<file path="config.mk">
export PLATFORM = sky130hd
export DESIGN_NAME = load_store_register_offset_decoder_unit
export DESIGN_NICKNAME = d
export VERILOG_FILES = /design/src/rtl/lsrod_pkg.sv /design/src/rtl/load_store_register_offset_decoder_unit.sv
export SDC_FILE = /design/constraint.sdc
export NUM_CORES = 1
export LEC_CHECK = 0
export BUFFER_PORTS_ARGS = -buffer_cell sky130_fd_sc_hd__buf_2
export CAP_MARGIN = 20
export CORE_ASPECT_RATIO = 1.2
export CORE_MARGIN = 2
export CORE_UTILIZATION = 35
export DETAILED_ROUTE_END_ITERATION = 10
export PLACE_DENSITY = 0.66
export SYNTH_ARGS = -nofsm -noshare
export SYNTH_HDL_FRONTEND = slang
export SYNTH_SLANG_ARGS = --single-unit
export TNS_END_PERCENT = 50
</file>
<file path="constraint.sdc">
create_clock -name clk -period 1.6 [get_ports clk]
set_input_delay 0.16 -clock clk [delete_from_list [all_inputs] [get_ports clk]]
set_output_delay 0.16 -clock clk [all_outputs]
set_load 0.03 [all_outputs]
</file>
<file path="src/rtl/lsrod_pkg.sv">
`timescale 1ns / 1ps
// ============================================================================
// lsrod_pkg
// Shared types, codes and the key table for the load/store register-offset
// instruction decoder.
// ============================================================================
package lsrod_pkg;

    localparam int unsigned WORD_W   = 32;
    localparam int unsigned KEY_W    = 5;
    localparam int unsigned OP_W     = 4;
    localparam int unsigned CLASS_W  = 3;
    localparam int unsigned REG_W    = 5;
    localparam int unsigned KIND_W   = 2;
    localparam int unsigned OPTION_W = 3;
    localparam int unsigned AMOUNT_W = 3;

    localparam logic [KEY_W-1:0]    KEY_PREFETCH   = 5'b11010;
    localparam logic [OPTION_W-1:0] OPTION_LSL     = 3'b011;
    localparam logic [AMOUNT_W-1:0] PREFETCH_SCALE = 3'd3;
    localparam logic [1:0]          RT_RANGE_HI    = 2'b11;

    localparam logic [OP_W-1:0] OP_STRB  = 4'd0;
    localparam logic [OP_W-1:0] OP_LDRB  = 4'd1;
    localparam logic [OP_W-1:0] OP_LDRSB = 4'd2;
    localparam logic [OP_W-1:0] OP_STR   = 4'd3;
    localparam logic [OP_W-1:0] OP_LDR   = 4'd4;
    localparam logic [OP_W-1:0] OP_STRH  = 4'd5;
    localparam logic [OP_W-1:0] OP_LDRH  = 4'd6;
    localparam logic [OP_W-1:0] OP_LDRSH = 4'd7;
    localparam logic [OP_W-1:0] OP_LDRSW = 4'd8;
    localparam logic [OP_W-1:0] OP_PRFM  = 4'd9;
    localparam logic [OP_W-1:0] OP_RPRFM = 4'd10;

    localparam logic [CLASS_W-1:0] CLS_W   = 3'd0;
    localparam logic [CLASS_W-1:0] CLS_X   = 3'd1;
    localparam logic [CLASS_W-1:0] CLS_B   = 3'd2;
    localparam logic [CLASS_W-1:0] CLS_H   = 3'd3;
    localparam logic [CLASS_W-1:0] CLS_S   = 3'd4;
    localparam logic [CLASS_W-1:0] CLS_D   = 3'd5;
    localparam logic [CLASS_W-1:0] CLS_Q   = 3'd6;
    localparam logic [CLASS_W-1:0] CLS_PRF = 3'd7;

    localparam logic [KIND_W-1:0] MOD_NONE   = 2'd0;
    localparam logic [KIND_W-1:0] MOD_EXTEND = 2'd1;
    localparam logic [KIND_W-1:0] MOD_SHIFT  = 2'd2;

    typedef struct packed {
        logic                valid;
        logic [OP_W-1:0]     op;
        logic [CLASS_W-1:0]  cls;
        logic [AMOUNT_W-1:0] scale;
    } key_entry_t;

    typedef struct packed {
        logic                decoded_ok;
        logic [OP_W-1:0]     operation;
        logic [CLASS_W-1:0]  transfer_class;
        logic [REG_W-1:0]    transfer_reg;
        logic [REG_W-1:0]    base_reg;
        logic [REG_W-1:0]    index_reg;
        logic                index_is_wide;
        logic [KIND_W-1:0]   modifier_kind;
        logic [OPTION_W-1:0] extend_option;
        logic [AMOUNT_W-1:0] modifier_amount;
    } result_t;

    function automatic key_entry_t key_lookup(input logic [KEY_W-1:0] key);
        key_entry_t e;
        e = '0;
        unique case (key)
            5'd0:    e = '{1'b1, OP_STRB,  CLS_W, 3'd0};
            5'd1:    e = '{1'b1, OP_LDRB,  CLS_W, 3'd0};
            5'd2:    e = '{1'b1, OP_LDRSB, CLS_X, 3'd0};
            5'd3:    e = '{1'b1, OP_LDRSB, CLS_W, 3'd0};
            5'd4:    e = '{1'b1, OP_STR,   CLS_B, 3'd0};
            5'd5:    e = '{1'b1, OP_LDR,   CLS_B, 3'd0};
            5'd6:    e = '{1'b1, OP_STR,   CLS_Q, 3'd4};
            5'd7:    e = '{1'b1, OP_LDR,   CLS_Q, 3'd4};
            5'd8:    e = '{1'b1, OP_STRH,  CLS_W, 3'd1};
            5'd9:    e = '{1'b1, OP_LDRH,  CLS_W, 3'd1};
            5'd10:   e = '{1'b1, OP_LDRSH, CLS_X, 3'd1};
            5'd11:   e = '{1'b1, OP_LDRSH, CLS_W, 3'd1};
            5'd12:   e = '{1'b1, OP_STR,   CLS_H, 3'd1};
            5'd13:   e = '{1'b1, OP_LDR,   CLS_H, 3'd1};
            5'd16:   e = '{1'b1, OP_STR,   CLS_W, 3'd2};
            5'd17:   e = '{1'b1, OP_LDR,   CLS_W, 3'd2};
            5'd18:   e = '{1'b1, OP_LDRSW, CLS_X, 3'd2};
            5'd20:   e = '{1'b1, OP_STR,   CLS_S, 3'd2};
            5'd21:   e = '{1'b1, OP_LDR,   CLS_S, 3'd2};
            5'd24:   e = '{1'b1, OP_STR,   CLS_X, 3'd3};
            5'd25:   e = '{1'b1, OP_LDR,   CLS_X, 3'd3};
            5'd26:   e = '{1'b1, OP_PRFM,  CLS_PRF, PREFETCH_SCALE};
            5'd28:   e = '{1'b1, OP_STR,   CLS_D, 3'd3};
            5'd29:   e = '{1'b1, OP_LDR,   CLS_D, 3'd3};
            default: e = '0;
        endcase
        return e;
    endfunction

endpackage

</file>
<file path="src/rtl/load_store_register_offset_decoder_unit.sv">
`timescale 1ns / 1ps
// ============================================================================
// load_store_register_offset_decoder_unit
// Decodes one load/store register-offset instruction word into operation,
// register class, operand registers and the address modifier.
// ============================================================================
// Pipeline: start loads the input register, the decode result is registered
// behind it, and the result register's valid flag drives the done strobe.
// Throughput: one word per cycle; busy stays low, as the stages are pipelined.
// Reset: rst_n clears the stage valid flags; no result is shown until a new
// start transfer. The receiver cannot stall, so no result ever waits.
module load_store_register_offset_decoder_unit
    import lsrod_pkg::*;
(
    input  logic                clk,
    input  logic                rst_n,
    input  logic                start,
    output logic                busy,
    input  logic [WORD_W-1:0]   instruction_word,
    output logic                done,
    output logic                decoded_ok,
    output logic [OP_W-1:0]     operation,
    output logic [CLASS_W-1:0]  transfer_class,
    output logic [REG_W-1:0]    transfer_reg,
    output logic [REG_W-1:0]    base_reg,
    output logic [REG_W-1:0]    index_reg,
    output logic                index_is_wide,
    output logic [KIND_W-1:0]   modifier_kind,
    output logic [OPTION_W-1:0] extend_option,
    output logic [AMOUNT_W-1:0] modifier_amount
);

    logic              in_valid_reg;
    logic [WORD_W-1:0] word_reg;
    logic              out_valid_reg;
    result_t           result_reg;
    result_t           result_next;

    logic [KEY_W-1:0]    key;
    key_entry_t          entry;
    logic [OPTION_W-1:0] option;
    logic                sbit;
    logic [REG_W-1:0]    rt;

    assign busy = 1'b0;

    always_ff @(posedge clk or negedge rst_n)
    begin
        if (!rst_n)
        begin
            in_valid_reg  <= 1'b0;
            out_valid_reg <= 1'b0;
        end
        else
        begin
            in_valid_reg  <= start && !busy;
            out_valid_reg <= in_valid_reg;
        end
    end

    always_ff @(posedge clk)
    begin
        if (start && !busy)
        begin
            word_reg <= instruction_word;
        end
        if (in_valid_reg)
        begin
            result_reg <= result_next;
        end
    end

    assign key    = {word_reg[31:30], word_reg[26], word_reg[23:22]};
    assign entry  = key_lookup(key);
    assign option = word_reg[15:13];
    assign sbit   = word_reg[12];
    assign rt     = word_reg[4:0];

    always_comb
    begin
        result_next = '0;
        if (entry.valid && option[1])
        begin
            result_next.decoded_ok     = 1'b1;
            result_next.operation      = entry.op;
            result_next.transfer_class = entry.cls;
            result_next.transfer_reg   = rt;
            result_next.base_reg       = word_reg[9:5];
            result_next.index_reg      = word_reg[20:16];
            result_next.index_is_wide  = option[0];
            if (key == KEY_PREFETCH && rt[4:3] == RT_RANGE_HI)
            begin
                result_next.operation     = OP_RPRFM;
                result_next.index_is_wide = 1'b1;
            end
            else if (option == OPTION_LSL)
            begin
                if (sbit)
                begin
                    result_next.modifier_kind   = MOD_SHIFT;
                    result_next.modifier_amount = entry.scale;
                end
            end
            else
            begin
                result_next.modifier_kind   = MOD_EXTEND;
                result_next.extend_option   = option;
                result_next.modifier_amount = sbit ? entry.scale : '0;
            end
        end
    end

    assign done            = out_valid_reg;
    assign decoded_ok      = result_reg.decoded_ok;
    assign operation       = result_reg.operation;
    assign transfer_class  = result_reg.transfer_class;
    assign transfer_reg    = result_reg.transfer_reg;
    assign base_reg        = result_reg.base_reg;
    assign index_reg       = result_reg.index_reg;
    assign index_is_wide   = result_reg.index_is_wide;
    assign modifier_kind   = result_reg.modifier_kind;
    assign extend_option   = result_reg.extend_option;
    assign modifier_amount = result_reg.modifier_amount;

endmodule

</file>
==> metrics.md, run 1 <==
| Metric | Value |
|---|---|
| GR Util met3 | `4.25%` |
| Routability Congestion | `0.849` |
| Clk buf depth | `2` |
| Max reg flops | `24` |
| Clock slew at reported path FFs | `0.07 ns` |
| Crit-path cells | `nand4b_1 > nor3_2 > nor2_2 > and3_1` |
| Routed length per instance | `13.1 um` |
| Global-route wire length before repair | `7.27 mm` |
| Synth Instances | `157` |
| Max Clk Rate | `680 MHz` |
| Layout cells sized above 1 | `39.2%` |
| Area of the multi-input gates | `596 um2` |
| CTS tree | `built` |
| Largest net degree at the start of global routing | `23` |
| Starting Density | `35.8%` |
| Fill cell count | `682` |
| Element type at the critical path end | `flip-flop` |
| Area grow syn2layout | `30.5%` |
| CP delay by family, top | `simple AND/OR/NAND/NOR gates` |
| H-tree levels | `3` |
| Detail Placement HPWL | `3.07 mm` |
| Yosys cell types | `35` |
| Max_cap viols | `0` |
| Leak | `1.44 nW` |
| Final Util | `46.8%` |
| Total routed wirelength | `4.54 mm` |
| GRT Overall Usage | `12.5%` |
| Layer with the highest usage | `met2` |
| Sequential Area | `1950 um2` |
| Mapped Avg Cell Area | `16.5 um2` |
| Ys Warns | `0` |
| # hold bufs at CTS | `18` |
| Unrepaired setup endpoints after global routing | `false` |
| Mapped Area | `2590 um2` |
| Initial antenna violation count | `0` |
| Die width | `82.6 um` |
| Ant diodes | `0` |
| Setup-failing EPs final | `0` |
| Vias in the first global route | `1508` |
| Input/output buffers | `59` |
| PD cells | `1130 nW/um2` |
| Iteration-0 DRC Markers | `109` |
| Worst EP arrival | `1.56 ns` |
| DRC Markers | `0` |
| Required time of the worst setup path | `1.69 ns` |
| Die H | `98.3 um` |
| Post-route insts no fill | `345` |
| DIE AREA | `8110 um2` |
| TNS Setup | `0 ns` |
| # clock sinks | `69` |
| Congestion Overflow GR | `0` |
| Final period util | `91.9%` |
| Crit start category | `flip-flop` |
| Worst hold slack | `0.0240 ns` |
| Max-slew violations | `0` |
| Worst path max stage delay | `0.43 ns` |
| Area of placed instances | `3030 um2` |
| Syn_nets | `192` |
| Vias per cell | `4.60` |
| VDD IR max | `0.527 mV` |
| Clk_lat worst skew | `0.34 ns` |
| Minimum clock period | `1.47 ns` |
| Met2 Usage GRT | `19.5%` |
| Min-Delay Path Class | `in -> reg` |
| Crit path kind | `reg -> reg` |
| GR met1 Demand/Resource | `15.1%` |
| Antenna Nets Post-Route | `0` |
| Status | `finished clean` |
| Core ar. | `7230 um2` |
| Sequential-to-total area share from yosys stat | `75.3%` |
| CTS root buffer | `clkbuf_8` |
| Worst Path Buf+Inv | `0` |
| Fin Clk Skew | `0.00795 ns` |
| Max FO, Critical Path | `8` |
| Placed cell count | `310` |
| IO Pins | `69` |
| Synthesis-stage register bit count | `69` |
| Fin nets | `285` |
| Via count | `1588` |
| Post-route cell area | `3380 um2` |
| CTS buffer count | `9` |
| PostCTS Resize Cnt | `0` |
| 1st-pass router iterations | `6` |
| Max stage delay cell, worst path | `edfxtp_1` |
| Post-CTS Setup Bufs | `0` |
| Row count | `34` |
| Final hold vios | `0` |
[cells by family (layout without fill, tap and decap cells)]
logic type             Yosys count  in the layout  synth area share [%]
muxes                            9              9                  5.89
AOI/OAI and AO/OA               17             17                  4.49
buffers and inverters            7            105                  1.74
DFF                             69             69                  75.3
other                            1              1                 0.145
and+or+nand+nor                 54             54                  12.5
[final cells by class]
cell class                 count  share of cell area (%)
timing repair buffer          88                    16.6
multi-input combinational     81                    17.6
inverter                       1                   0.111
sequential                    69                    57.7
clock inverter                 5                   0.814
clock buffer                  11                    3.88
tap                           90                    3.33
[cells in the mapped netlist (all sizes together)]
master,n,area share (%)
a2bb2oi,1,0.34
and3,24,5.8
dfxtp,11,8.5
mux2i,5,4.0
nand2,6,1.4
o21ai,4,0.77
nor2,14,2.1
nor2b,1,0.24
clkbuf,3,0.43
mux2,4,1.9
o32ai,1,0.34
o21bai,1,0.29
o22ai,3,0.97
a21oi,4,0.92
a211oi,2,0.58
buf,3,1.2
nor3,4,1.4
nand4b,1,0.34
and2,3,0.72
inv,1,0.14
dfrtp,2,1.9
conb,1,0.14
edfxtp,56,65
nand3,1,0.39
a21o,1,0.29
[through the flow]
stage,worst slack [ns],power (mW)
after floorplan,0.146,2.52
after global placement,0.128,2.67
after detailed placement,0.0838,2.68
after CTS,0.134,3.89
after global routing,0.0654,4.03
final,0.130,3.84
[per-layer routing]
| layer | part of all wire (%) | routed length, um |
|---|---|---|
| met1 | 41 | 1850 |
| met2 | 50 | 2290 |
| met3 | 6.6 | 298 |
| met4 | 2.2 | 99 |
| met5 | 0 | 0 |
[path summary, 6_finish.rpt]
| check | start | to | slack, ns | cells past startpoint |
|---|---|---|---|---|
| worst min-delay path | instruction_word[13] | word_reg[13] | 0.02 | 1 |
| worst max-delay path | word_reg[26] | modifier_amount[0] | 0.13 | 4 |
| min in group asynchronous | rst_n | done | 0.13 | 2 |
| worst min register to register | entry[6] | operation[0] | 0.50 | 1 |
| worst max register to register | word_reg[26] | modifier_amount[0] | 0.13 | 4 |
| max in group asynchronous | rst_n | in_valid_reg | 1.37 | 2 |
[placed cells by master (no fill, tap or decap), types with 3 or more instances in the layout]
master | synthesis | layout
dfxtp_1 | 11 | 11
buf_4 | 1 | 10
clkinv_2 | 0 | 4
clkbuf_8 | 0 | 9
and3_1 | 24 | 24
mux2_2 | 3 | 3
mux2i_4 | 4 | 4
edfxtp_1 | 56 | 56
nand2_1 | 4 | 4
a21oi_1 | 3 | 3
and2_1 | 3 | 3
nor2_1 | 13 | 13
dlygate4sd3_1 | 0 | 19
buf_2 | 0 | 59
[power breakdown]
part	switching [mW]	internal, mW
clock network	0.611	0.552
registers	0.0434	2.10
logic	0.324	0.207
total	0.978	2.86
No activity file was read; power rests on OpenSTA's default activity.
==> run 2: changes to the inputs <==
Clock period 1.6 ns to 1.55 ns, I/O delays scaled along.
==> metrics.md, run 2 (same netlist as run 1, synthesis figures left out) <==
| Metric | Value |
|---|---|
| CP delay by family, top | `simple AND/OR/NAND/NOR gates` |
| Worst setup path endpoint | `modifier_amount[1]` |
| Leak | `1.45 nW` |
| FF-to-FF setup slack | `0.16 ns` |
| Clk buf depth | `2` |
| Max stage delay cell, worst path | `edfxtp_1` |
| PostCTS Resize Cnt | `0` |
| Routability Congestion | `0.835` |
| Starting Density | `35.8%` |
| Worst hold slack | `0.0247 ns` |
| Required time of the worst setup path | `1.64 ns` |
| Congestion Overflow GR | `0` |
| Area grow syn2layout | `31.8%` |
| Crit path kind | `reg -> reg` |
| H-tree levels | `3` |
| Final hold vios | `0` |
| DIE AREA | `8110 um2` |
| Clk_lat worst skew | `0.33 ns` |
| Via count | `1588` |
| Crit start category | `flip-flop` |
| Clock slew at reported path FFs | `0.07 ns` |
| Final Util | `47.2%` |
| Crit-path cells | `nand4b_1 > nor3_2 > nor2_2 > and3_1` |
| Setup-failing EPs final | `0` |
| Vias per cell | `4.62` |
| IO Pins | `69` |
| Initial antenna violation count | `0` |
| Max-slew violations | `0` |
| Vias in the first global route | `1508` |
| Max_cap viols | `0` |
| Iteration-0 DRC Markers | `44` |
| VDD IR max | `0.620 mV` |
| Global-route wire length before repair | `7.15 mm` |
| Critical path origin | `word_reg[26]` |
| Ant diodes | `0` |
| Total routed wirelength | `4.55 mm` |
| CTS buffer count | `9` |
| Reg2Reg Depth | `4` |
| PD cells | `1220 nW/um2` |
| Commonest non-fill, non-tap cell in the layout | `buf_2` |
| # hold bufs at CTS | `19` |
| 1st-pass router iterations | `4` |
| Max reg flops | `24` |
| Fin Clk Skew | `0.00761 ns` |
| Post-CTS Setup Bufs | `0` |
| Area of the multi-input gates | `596 um2` |
| Core ar. | `7230 um2` |
| Most frequent cells in the layout | `buf_2, edfxtp_1, and3_1, dlygate4sd3_1, nor2_1` |
| RR Startpoint | `word_reg[26]` |
| GRT Overall Usage | `12.3%` |
| Status | `finished clean` |
| Worst EP arrival | `1.48 ns` |
| Fill cell count | `676` |
| Die H | `98.3 um` |
| Fin nets | `284` |
| Max Clk Rate | `718 MHz` |
| Sequential Area | `1950 um2` |
| Die width | `82.6 um` |
| RR Endpoint | `modifier_amount[1]` |
| Worst path max stage delay | `0.37 ns` |
| TNS Setup | `0 ns` |
| Worst Path Buf+Inv | `0` |
| Largest net degree at the start of global routing | `24` |
| CTS root buffer | `clkbuf_8` |
| Element type at the critical path end | `flip-flop` |
| Routed length per instance | `13.2 um` |
| Row count | `34` |
| Stages on worst setup path | `4` |
| Min-Delay Path Class | `in -> reg` |
| Final period util | `89.9%` |
| # clock sinks | `69` |
| Minimum clock period | `1.39 ns` |
| Input/output buffers | `59` |
| Antenna Nets Post-Route | `0` |
| Layout cells sized above 1 | `37.8%` |
| Max FO, Critical Path | `8` |
| DRC Markers | `0` |
| CTS tree | `built` |
| Detail Placement HPWL | `3.05 mm` |
| Unrepaired setup endpoints after global routing | `false` |
[run 2: cell types whose count changed in the layout (fill, tap and decap cells not counted), sizes merged]
cell,previous run,this run
buf,69,68
bufinv,0,1
clkbuf,11,14
clkinv,4,1
clkinvlp,1,0
[run 2: cell type report]
type / count / area share [%]
Sequential cell: 69 / 57.1
Clock buffer: 14 / 4.47
Clock inverter: 2 / 0.989
Timing Repair Buffer: 87 / 16.6
Inverter: 1 / 0.110
Multi-Input combinational cell: 81 / 17.4
Tap cell: 90 / 3.30
[run 2: per-layer routing]
metal  routed length [um]  vias up  GRT usage [%]
li1                     -      775              -
met4                   44        0           6.05
met5                    0        -              0
met3                  251        5           4.44
met1                 1960      752           14.7
met2                 2290       56           19.4
[run 2: stage by stage]
stage	instances	setup slack, ns	area (um2)	power [mW]
finish	344	0.157	3420	4.15
CTS	344	0.145	3420	4.20
global route	344	0.0793	3420	4.34
floorplan	157	0.0959	2590	2.60
global placement	309	0.162	3040	2.76
detailed placement	309	0.150	3040	2.78
[run 2: power by group]
group	internal [mW]	switching, mW
clock network	0.786	0.598
logic	0.217	0.335
registers	2.17	0.0444
[run 2: worst min-delay path by stage]
stage                         startpoint  cells past startpoint      endpoint
finish              instruction_word[20]                      1  word_reg[20]
global route        instruction_word[20]                      1  word_reg[20]
CTS                 instruction_word[20]                      1  word_reg[20]
detailed placement                 rst_n                      1          done
global placement                   rst_n                      1          done
floorplan                          rst_n                      0          done
[run 2: worst register-to-register path: cells and delay by family, from the launching register on]
kind | cells | cell delay (ns)
and+or+nand+nor | 4 | 0.79
DFF | 1 | 0.37
==> run 3: changes to the inputs <==
Settings changed: CORE_MARGIN 2 to not set, SKIP_LAST_GASP set to 1.
==> metrics.md, run 3 (same netlist as run 1, synthesis figures left out) <==
| Metric | Value |
|---|---|
| Status | `finished clean` |
| Hold path start | `instruction_word[13]` |
| Sequential Area | `1950 um2` |
| Max-slew violations | `0` |
| Congestion Overflow GR | `0` |
| Clk_lat worst skew | `0.33 ns` |
| Clock slew at reported path FFs | `0.06 ns` |
| Antenna Nets Post-Route | `0` |
| Fin Clk Skew | `0.00791 ns` |
| RR Startpoint | `word_reg[26]` |
| GRT Overall Usage | `12.8%` |
| Final period util | `93.0%` |
| Min-Delay Path Class | `in -> reg` |
| Iteration-0 DRC Markers | `55` |
| Unrepaired setup endpoints after global routing | `false` |
| TNS Setup | `0 ns` |
| CTS buffer count | `9` |
| DRC Markers | `0` |
| Crit path kind | `reg -> reg` |
| Worst EP arrival | `1.52 ns` |
| Max Clk Rate | `694 MHz` |
| Fin nets | `283` |
| Routability Congestion | `0.785` |
| RR Endpoint | `extend_option[0]` |
| 1st-pass router iterations | `4` |
| Commonest non-fill, non-tap cell in the layout | `buf_2` |
| Layout cells sized above 1 | `38.7%` |
| Hold path endpoint | `word_reg[13]` |
| Area grow syn2layout | `32.2%` |
| CTS root buffer | `clkbuf_8` |
| FF-to-FF setup slack | `0.11 ns` |
| Leak | `1.46 nW` |
| H-tree levels | `3` |
| Die width | `80.6 um` |
| Total routed wirelength | `4.37 mm` |
| Minimum clock period | `1.44 ns` |
| Die H | `96.3 um` |
| Core ar. | `7190 um2` |
| Detail Placement HPWL | `2.97 mm` |
| Max FO, Critical Path | `8` |
| Vias per cell | `4.46` |
| IO Pins | `69` |
| Initial antenna violation count | `0` |
| Fill cell count | `632` |
| Via count | `1531` |
| Reg2Reg Depth | `4` |
| Routed length per instance | `12.7 um` |
| Max reg flops | `24` |
| Power, Total | `4.16 mW` |
| Setup-failing EPs final | `0` |
| DIE AREA | `7760 um2` |
| Clk buf depth | `2` |
| Final hold vios | `0` |
| Crit start category | `flip-flop` |
| Worst hold slack | `0.0169 ns` |
| Row count | `34` |
| Max_cap viols | `0` |
| VDD IR max | `0.454 mV` |
| Hold depth | `1` |
| Required time of the worst setup path | `1.63 ns` |
| Largest net degree at the start of global routing | `34` |
| Pre-CTS WS | `0.102 ns` |
| Area of the multi-input gates | `596 um2` |
| Ant diodes | `0` |
| Setup ws final | `0.109 ns` |
| PostCTS Resize Cnt | `0` |
| CTS tree | `built` |
| # clock sinks | `69` |
| Element type at the critical path end | `flip-flop` |
| Global-route wire length before repair | `6.97 mm` |
| PD cells | `1210 nW/um2` |
| Starting Density | `36.1%` |
| Input/output buffers | `59` |
| Most frequent cells in the layout | `buf_2, edfxtp_1, and3_1, dlygate4sd3_1, nor2_1` |
| Vias in the first global route | `1490` |
-- run 3: cell types whose count changed in the layout (fill, tap and decap cells not counted) --
cell / previous run / this run
buf_12: 1 / 2
clkinv_1: 1 / 0
clkbuf_1: 4 / 2
buf_4: 8 / 6
clkinv_2: 0 / 2
clkinv_4: 0 / 1
-- run 3: how the worst max path moves through the flow --
stage                            start            endpoint  slack (ns)
after CTS                 word_reg[26]    extend_option[0]         0.1
after floorplan           word_reg[26]    extend_option[0]         0.1
after global routing      word_reg[26]    extend_option[0]        0.04
after detailed placement  word_reg[26]    extend_option[0]        0.10
after global placement    word_reg[26]  modifier_amount[1]        0.16
final                     word_reg[26]    extend_option[0]        0.11
-- run 3: through the flow --
stage          utilization (%)  area [um2]  cells
4_1_cts                   47.5        3420    342
3_5_place_dp              42.3        3040    308
5_1_grt                   47.7        3430    343
6_report                  47.7        3430    343
2_1_floorplan                -        2590    157
3_3_place_gp              42.3        3040    308
-- run 3: critical path: stages (launching register included) --
cell,delay (ns)
edfxtp_1,0.38
nand4b_1,0.21
nor3_2,0.29
nor2_2,0.12
and3_1,0.20
-- run 3: final cells by class --
type | count | share of cell area (%)
Inverter | 1 | 0.109
Multi-Input combinational cell | 81 | 17.4
Clock buffer | 12 | 4.23
Timing Repair Buffer | 86 | 16.6
Sequential cell | 69 | 56.9
Clock inverter | 4 | 1.42
Tap cell | 90 | 3.28
-- run 3: metal layers --
layer	vias to the layer above	share of wire [%]	GRT usage [%]
met5	-	0	0
li1	773	-	-
met2	43	52	22.0
met4	0	2.0	8.93
met3	9	5.2	3.32
met1	706	41	13.5
-- run 3: where the power goes --
part / internal [mW] / switching [mW]
combinational: 0.219 / 0.336
sequential: 2.17 / 0.0406
clock: 0.785 / 0.610
total: 3.17 / 0.987
-- run 3: timing repair --
item / 4_1_cts / 5_1_grt
setup buffers: 0 / 0
endpoints found under the hold margin: 19 / 1
hold buffers: 18 / 1
